[src/hw/rtl/hnms_pkg.sv]
// ----------------------------------------------------------------------------
// hnms_pkg
// Shared types and constants for the height-map to normal-map block.
// ----------------------------------------------------------------------------
package hnms_pkg;

    localparam int MAX_WIDTH  = 256;
    localparam int MAX_HEIGHT = 256;
    localparam int COORD_W    = $clog2(MAX_WIDTH);
    localparam int ROW_W      = $clog2(MAX_HEIGHT);
    localparam int ADDR_W     = COORD_W + ROW_W;
    localparam int SIZE_W     = 9;
    localparam int MUL_W      = 24;
    localparam int PROD_W     = 2 * MUL_W;

    localparam logic [0:0] REG_IMAGE_WIDTH  = 1'b0;
    localparam logic [0:0] REG_IMAGE_HEIGHT = 1'b1;

    localparam logic [0:0] KIND_LOAD    = 1'b0;
    localparam logic [0:0] KIND_COMPUTE = 1'b1;

    localparam logic [15:0] Z_SQ = 16'd65025;

    typedef enum logic [3:0] {
        DP_IDLE,
        DP_WRITE,
        DP_START,
        DP_READ,
        DP_MUL_XX,
        DP_MUL_YY,
        DP_SUM_S,
        DP_MUL_MM,
        DP_MUL_RHS,
        DP_SAVE_RHS,
        DP_MUL_CC,
        DP_MUL_CS,
        DP_TEST,
        DP_FINAL,
        DP_EMIT
    } dp_op_t;

    typedef enum logic [1:0] {
        CAND_TOP,
        CAND_BIT,
        CAND_K
    } cand_sel_t;

    typedef struct packed {
        dp_op_t    op;
        cand_sel_t cand_sel;
        logic [2:0] nb;
        logic       issue;
        logic       acc;
        logic [1:0] ch;
        logic [2:0] bitpos;
    } dp_cmd_t;

    typedef struct packed {
        logic in_range;
        logic pass;
        logic out_free;
    } dp_sts_t;

endpackage

[src/hw/rtl/hnms_ctrl.sv]
// ----------------------------------------------------------------------------
// hnms_ctrl
// Controller: sequences load, neighbor reads, magnitudes and channel searches.
// ----------------------------------------------------------------------------
module hnms_ctrl (
    input  logic              clk,
    input  logic              rst_n,
    input  logic              in_valid,
    input  logic [0:0]        in_kind,
    output logic              in_ready,
    output hnms_pkg::dp_cmd_t cmd,
    input  hnms_pkg::dp_sts_t sts
);
    import hnms_pkg::*;

    typedef enum logic [3:0] {
        ST_IDLE, ST_CHECK, ST_READ, ST_SQX, ST_SQY, ST_SUMS,
        ST_CH_M, ST_CH_R, ST_CH_H, ST_T_MUL1, ST_T_MUL2, ST_T_CMP,
        ST_F_MUL1, ST_F_MUL2, ST_F_CMP, ST_DONE
    } state_t;

    state_t     state_reg;
    logic [3:0] cnt_reg;
    logic [1:0] ch_reg;
    logic [2:0] bit_reg;
    logic       top_reg;

    assign in_ready = (state_reg == ST_IDLE);

    always_comb
    begin
        cmd          = '0;
        cmd.op       = DP_IDLE;
        cmd.cand_sel = top_reg ? CAND_TOP : CAND_BIT;
        cmd.ch       = ch_reg;
        cmd.bitpos   = bit_reg;
        cmd.nb       = cnt_reg[2:0];
        unique case (state_reg)
            ST_IDLE:
                if (in_valid)
                    cmd.op = (in_kind == KIND_LOAD) ? DP_WRITE : DP_START;
            ST_READ:
            begin
                cmd.op    = DP_READ;
                cmd.issue = !cnt_reg[3];
                cmd.acc   = (cnt_reg != 4'd0);
            end
            ST_SQX:    cmd.op = DP_MUL_XX;
            ST_SQY:    cmd.op = DP_MUL_YY;
            ST_SUMS:   cmd.op = DP_SUM_S;
            ST_CH_M:   cmd.op = DP_MUL_MM;
            ST_CH_R:   cmd.op = DP_MUL_RHS;
            ST_CH_H:   cmd.op = DP_SAVE_RHS;
            ST_T_MUL1: cmd.op = DP_MUL_CC;
            ST_T_MUL2: cmd.op = DP_MUL_CS;
            ST_T_CMP:  cmd.op = DP_TEST;
            ST_F_MUL1: begin cmd.op = DP_MUL_CC; cmd.cand_sel = CAND_K; end
            ST_F_MUL2: cmd.op = DP_MUL_CS;
            ST_F_CMP:  cmd.op = DP_FINAL;
            ST_DONE:   if (sts.out_free) cmd.op = DP_EMIT;
            default:   cmd.op = DP_IDLE;
        endcase
    end

    always_ff @(posedge clk or negedge rst_n)
    begin
        if (!rst_n)
        begin
            state_reg <= ST_IDLE;
            cnt_reg   <= '0;
            ch_reg    <= '0;
            bit_reg   <= '0;
            top_reg   <= 1'b0;
        end
        else
        begin
            unique case (state_reg)
                ST_IDLE:
                    if (in_valid && in_kind == KIND_COMPUTE)
                        state_reg <= ST_CHECK;
                ST_CHECK:
                begin
                    cnt_reg   <= '0;
                    state_reg <= sts.in_range ? ST_READ : ST_IDLE;
                end
                ST_READ:
                begin
                    cnt_reg <= cnt_reg + 4'd1;
                    if (cnt_reg == 4'd8)
                        state_reg <= ST_SQX;
                end
                ST_SQX:  state_reg <= ST_SQY;
                ST_SQY:  state_reg <= ST_SUMS;
                ST_SUMS:
                begin
                    ch_reg    <= 2'd0;
                    state_reg <= ST_CH_M;
                end
                ST_CH_M: state_reg <= ST_CH_R;
                ST_CH_R: state_reg <= ST_CH_H;
                ST_CH_H:
                begin
                    top_reg   <= 1'b1;
                    state_reg <= ST_T_MUL1;
                end
                ST_T_MUL1: state_reg <= ST_T_MUL2;
                ST_T_MUL2: state_reg <= ST_T_CMP;
                ST_T_CMP:
                begin
                    top_reg <= 1'b0;
                    if (top_reg)
                    begin
                        bit_reg   <= 3'd6;
                        state_reg <= sts.pass ? ST_F_MUL1 : ST_T_MUL1;
                    end
                    else if (bit_reg == 3'd0)
                        state_reg <= ST_F_MUL1;
                    else
                    begin
                        bit_reg   <= bit_reg - 3'd1;
                        state_reg <= ST_T_MUL1;
                    end
                end
                ST_F_MUL1: state_reg <= ST_F_MUL2;
                ST_F_MUL2: state_reg <= ST_F_CMP;
                ST_F_CMP:
                begin
                    if (ch_reg == 2'd2)
                        state_reg <= ST_DONE;
                    else
                    begin
                        ch_reg    <= ch_reg + 2'd1;
                        state_reg <= ST_CH_M;
                    end
                end
                ST_DONE:
                    if (sts.out_free)
                        state_reg <= ST_IDLE;
                default: state_reg <= ST_IDLE;
            endcase
        end
    end

    a_read_ends: assert property (@(posedge clk) disable iff (!rst_n)
        (state_reg == ST_READ && cnt_reg == 4'd8) |=> state_reg == ST_SQX)
        else $error("read phase overran");
    a_skip_out: assert property (@(posedge clk) disable iff (!rst_n)
        (state_reg == ST_CHECK && !sts.in_range) |=> state_reg == ST_IDLE)
        else $error("out of range item not dropped");
    a_emit_free: assert property (@(posedge clk) disable iff (!rst_n)
        (cmd.op == DP_EMIT) |-> sts.out_free)
        else $error("emit into full output");
    a_ch_range: assert property (@(posedge clk) disable iff (!rst_n)
        (state_reg == ST_F_CMP) |-> (ch_reg != 2'd3))
        else $error("bad channel");

endmodule

[config.mk]
export PLATFORM = sky130hd
export DESIGN_NAME = hnms_ctrl
export DESIGN_NICKNAME = d
export VERILOG_FILES = /design/src/hw/rtl/hnms_pkg.sv /design/src/hw/rtl/hnms_ctrl.sv
export SDC_FILE = /design/constraint.sdc
export NUM_CORES = 1
export LEC_CHECK = 0
export ABC_AREA = 0
export BUFFER_PORTS_ARGS = -buffer_cell sky130_fd_sc_hd__buf_2
export CELL_PAD_IN_SITES_DETAIL_PLACEMENT = 1
export CELL_PAD_IN_SITES_GLOBAL_PLACEMENT = 1
export CORE_MARGIN = 2
export CORE_UTILIZATION = 40
export CTS_CLUSTER_SIZE = 16
export DETAILED_ROUTE_END_ITERATION = 6
export PLACE_DENSITY = 0.85
export SYNTH_ARGS = -nofsm -noshare
export SYNTH_HDL_FRONTEND = slang
export SYNTH_SLANG_ARGS = --single-unit
[constraint.sdc]
create_clock -name clk -period 2.6 [get_ports clk]
set_input_delay 0.13 -clock clk [delete_from_list [all_inputs] [get_ports clk]]
set_output_delay 0.13 -clock clk [all_outputs]
set_load 0.01 [all_outputs]
After elaboration in Yosys (flattened, before gate mapping)
Index checks and enable logic that the tools add are counted.

cells by class
  $mul = 0
  bitwise operators = 0
  $lt $le $gt $ge = 0
  div/mod/pow operators = 0
  reductions and logical operators = 13
  equal/unequal tests = 22
  muxes and demuxes = 22
  add/sub/neg operators = 3
  shift operators = 0

operators with widths
  operator               count
  $pmux W4 S16           1
  $pmux W4 S13           1
  $eq A4 B4 Y1 const B   9
  $mux W4                5
  $eq A4 B3 Y1 const B   4
  $mux W3                5
  $mux W2                6
  $eq A4 B2 Y1 const B   2
  $ne A2 B2 Y1 const B   4
  $pmux W4 S2            1
  $reduce_bool A2 Y1     3
  $add A4 B1 Y4 const B  1
  $eq A4 B1 Y1 const B   1
  $logic_not A4 Y1       1
  $pmux W2 S2            1
  $reduce_and A2 Y1      2
  $reduce_bool A4 Y1     1
  $reduce_or A2 Y1       2
  $logic_not A3 Y1       1
  $reduce_and A3 Y1      1
  $sub A3 B1 Y3 const B  1
  $add A2 B1 Y2 const B  1
  $eq A2 B2 Y1 const B   1
  $ne A2 B1 Y1 const B   1
  4 further kinds        4

storage, ports and cells
  latch bits = 0
  bits in registers = 14
  output and inout port bits = 17
  memory bits (writable) = 0
  ROM bits = 0
  memories kept = 0
  logic and storage cells = 65

Depth between registers and ports, before layout
  depth after elaboration = 4
  depth in mapped cells = 5
  depth with buffers taken out = 5

Worst setup path before layout
No wires, ideal clock.

  path kind = register to register
  start point = register bit_reg[0]
  end point = register state_reg[0]
  stages on the path, launching flop included = 6
  clock period less this slack = 1712 ps
  slack = 888 ps
  data required time = 2474 ps
  setup time = 126 ps
  arrival time = 1586 ps
  buffers on the path = 0
  cells stage by stage = dfrtp_1 > inv_1 > ha_1 > or3b_2 > and3_1 > o32a_1

between the ends
  longest elaborated chain between the ends = 4

ends and longest elaborated chain
  item                    RTL line          RTL
  start, declared         hnms_ctrl.sv:25   logic [2:0] bit_reg;
  start signal, assigned  hnms_ctrl.sv:120  bit_reg <= bit_reg - 3'd1;
  $logic_not A3 Y1        hnms_ctrl.sv:116  else if (bit_reg == 3'd0)
  $mux W3                 hnms_ctrl.sv:116
  $mux W3                 hnms_ctrl.sv:111  if (top_reg)
  $pmux W4 S16            hnms_ctrl.sv:77   unique case (state_reg)
  end signal, assigned    hnms_ctrl.sv:84   state_reg <= sts.in_range ? ST_READ : ST_IDLE;
  end signal, assigned    hnms_ctrl.sv:114  state_reg <= sts.pass ? ST_F_MUL1 : ST_T_MUL1;
  end, declared           hnms_ctrl.sv:22   state_t state_reg;

Every way passes these cells.
A chain may end at the register's enable or synchronous reset.

==> impl_metrics.json <==
{
  "drv_cap": 0,
  "synthCells": 129,
  "r2r-start": "state_reg[1]",
  "period_share": 0.830,
  "drtIter0Drc": 17,
  "finClkSkew_ns": 0.00256,
  "clk_pin_slew_ns": 0.09,
  "r2r_end": "state_reg[0]",
  "ir_drop_mv": 0.663,
  "cts.path.max_buffers": 2,
  "cts.htree.levels": 1,
  "first_pass_iters": 4,
  "grt_use_total": 0.191,
  "port_buffers": 23,
  "hold_path.class": "in -> reg",
  "synthArstFlopShare": 1.00,
  "die_w_um": 56.1,
  "routed_wirelength_mm": 2.90,
  "register_area_um2": 350,
  "route.detailed.drc": 0,
  "dp_hpwl_mm": 2.16,
  "cpPeakStageDelay_ns": 0.91,
  "initial_core_util": 0.431,
  "grt_pass1_wl_mm": 4.86,
  "final_common_cell": "buf_2",
  "ys.warnings.count": 0,
  "crit_type": "reg -> out",
  "grt.overflow.total": 0,
  "p_leak_nw": 0.560,
  "viasPerCell": 5.92,
  "worst_pin_slew_ns": 0.850,
  "rrSetupSlack_ns": 0.76,
  "wl_per_cell_um": 16.4,
  "cts_resized": 0,
  "period_needed_ns": 2.16,
  "tns_ns": 0,
  "finalPower_mw": 1.68,
  "rows": 18,
  "rsz0062_at_grt": "no",
  "synth_nets": 141,
  "maxSlewViolCount": 0,
  "multi_input_area_um2": 637,
  "critical_path_buf_inv_count": 1,
  "syn-cell-area_mm2": 0.00109,
  "cp_slowest_cell": "dfrtp_1",
  "die_area_mm2": 0.00315,
  "synth-edff-count": 0,
  "cts_tree": "yes",
  "gp_congestion": 0.802,
  "worstHoldEndpoint": "state_reg[1]",
  "yosysUniqueCellTypes": 44,
  "fmax_mhz": 463,
  "crit_path_cell_trace": "nor2_1, and3_1, a221oi_1, buf_2",
  "final_cell_mix": "buf_2, dfrtp_1, inv_1, a21oi_1",
  "n_fill_cell": 312,
  "hold_start": "sts[2]",
  "p_per_area_mw_per_mm2": 1360,
  "antenna_found_initial": 0,
  "hold_depth": 3,
  "synth_flop_cell": "dfrtp_1",
  "arrival_ns": 2.03,
  "vias": 1047,
  "n_antenna_cell": 0,
  "cp_top_family": "flip-flops",
  "cts_made_buffers": 3,
  "core_region_area_mm2": 0.00252,
  "nets": 160,
  "worst_skew_pair.late_latency_ns": 0.28,
  "crit_path_max_fanout": 31,
  "area_growth_pct": 14.1,
  "ant_nets": 0,
  "synth-seq-cells": 14,
  "endpoint_kind": "output port",
  "setup_violations": 0,
  "drive_gt1_frac": 0.245,
  "max_slew_margin": 0.433,
  "reg2regPathDepth": 3,
  "clock-root-buffer": "clkbuf_4",
  "grt_max_degree": 32,
  "pin_count": 24,
  "status": "completed",
  "critPathLaunchType": "flop",
  "cts_sinks": 14,
  "hold_viol_final": 0,
  "cp_data_required_time_ns": 2.47,
  "ys_seq_area_frac": 0.323,
  "syn_area_per_cell_um2": 8.42,
  "dieHeight_um": 56.1,
  "grt_pass1_vias": 1036
}
-- synthesized netlist by cell type, types with 2 or more instances --
| master | count | area [µm²] |
|---|---|---|
| a31o_2 | 2 | 17.5 |
| buf_4 | 3 | 22.5 |
| a21oi_1 | 8 | 40.0 |
| inv_1 | 9 | 33.8 |
| dfrtp_1 | 14 | 350 |
| nor3b_1 | 2 | 15.0 |
| o31ai_1 | 2 | 15.0 |
| nand2b_1 | 3 | 18.8 |
| nor2_1 | 7 | 26.3 |
| ha_1 | 5 | 62.6 |
| a31oi_1 | 7 | 43.8 |
| a22o_1 | 3 | 26.3 |
| nor3_1 | 6 | 30.0 |
| o2bb2ai_1 | 3 | 26.3 |
| nand3_1 | 2 | 10.0 |
| nand2_1 | 6 | 22.5 |
| clkbuf_1 | 5 | 18.8 |
| nor2b_1 | 6 | 37.5 |
| o211ai_1 | 3 | 22.5 |
| o21ai_0 | 6 | 30.0 |
| buf_2 | 3 | 15.0 |
| and3_1 | 2 | 12.5 |
-- cell families after synthesis --
family | count (synthesis) | synth area share
AND/OR/NAND/NOR | 43 | 0.232
AO/OA/AOI/OAI | 43 | 0.278
flip-flops | 14 | 0.323
multiplexers | 2 | 0.0196
buffers and inverters | 22 | 0.0910
adder cells (fa/ha/maj) | 5 | 0.0576
-- worst max path at each step --
stage,start,end,slack (ns),cells past startpoint
2_1_floorplan,bit_reg[0],state_reg[0],0.89,5
5_1_grt,state_reg[1],cmd[12],0.25,4
3_5_place_dp,state_reg[1],cmd[12],0.77,4
3_3_place_gp,state_reg[1],cmd[12],0.84,4
6_report,state_reg[1],cmd[12],0.44,4
4_1_cts,state_reg[1],cmd[12],0.44,4
-- per-stage QoR --
step / instance area, µm² / instances / util / setup WS [ns] / hold slack (ns)
final: 1240 / 177 / 0.491 / 0.441 / 0.132
after global routing: 1240 / 177 / 0.491 / 0.255 / 0.138
after CTS: 1240 / 177 / 0.491 / 0.440 / 0.125
after detailed placement: 1190 / 172 / 0.473 / 0.773 / 0.0585
after global placement: 1190 / 172 / 0.473 / 0.840 / 0.0583
after floorplan: 1090 / 129 / - / 0.888 / -0.166
-- tightest hold or removal path: stages --
cell and delay [ns]:
buf_2 0.07, o21ai_0 0.07, o211ai_1 0.10
-- final cells by class --
type / instances / area share
multi-input cells: 93 / 0.514
flip-flops and latches: 14 / 0.283
repair buffers: 26 / 0.113
inverters: 10 / 0.0303
well taps: 30 / 0.0303
clock buffers: 4 / 0.0293
-- routing by layer --
layer | GRT usage | vias to the layer above | wire, µm
li1 | - | 515 | -
met5 | 0 | - | 0
met1 | 0.258 | 503 | 1360
met2 | 0.326 | 27 | 1400
met4 | 0.0408 | 0 | 16
met3 | 0.0256 | 2 | 122
-- power by group --
group,switching (mW),leakage [nW],internal [mW]
Clock,0.0773,0.0210,0.0852
Combinational,0.526,0.376,0.452
Sequential,0.222,0.163,0.319
-- what timing repair did --
| action | 4_1_cts | 5_1_grt |
|---|---|---|
| endpoints found under the hold margin | 14 | 0 |
| buffers inserted | 0 | 0 |
| hold buffers | 1 | 0 |
No activity file was read; power rests on OpenSTA's default activity.
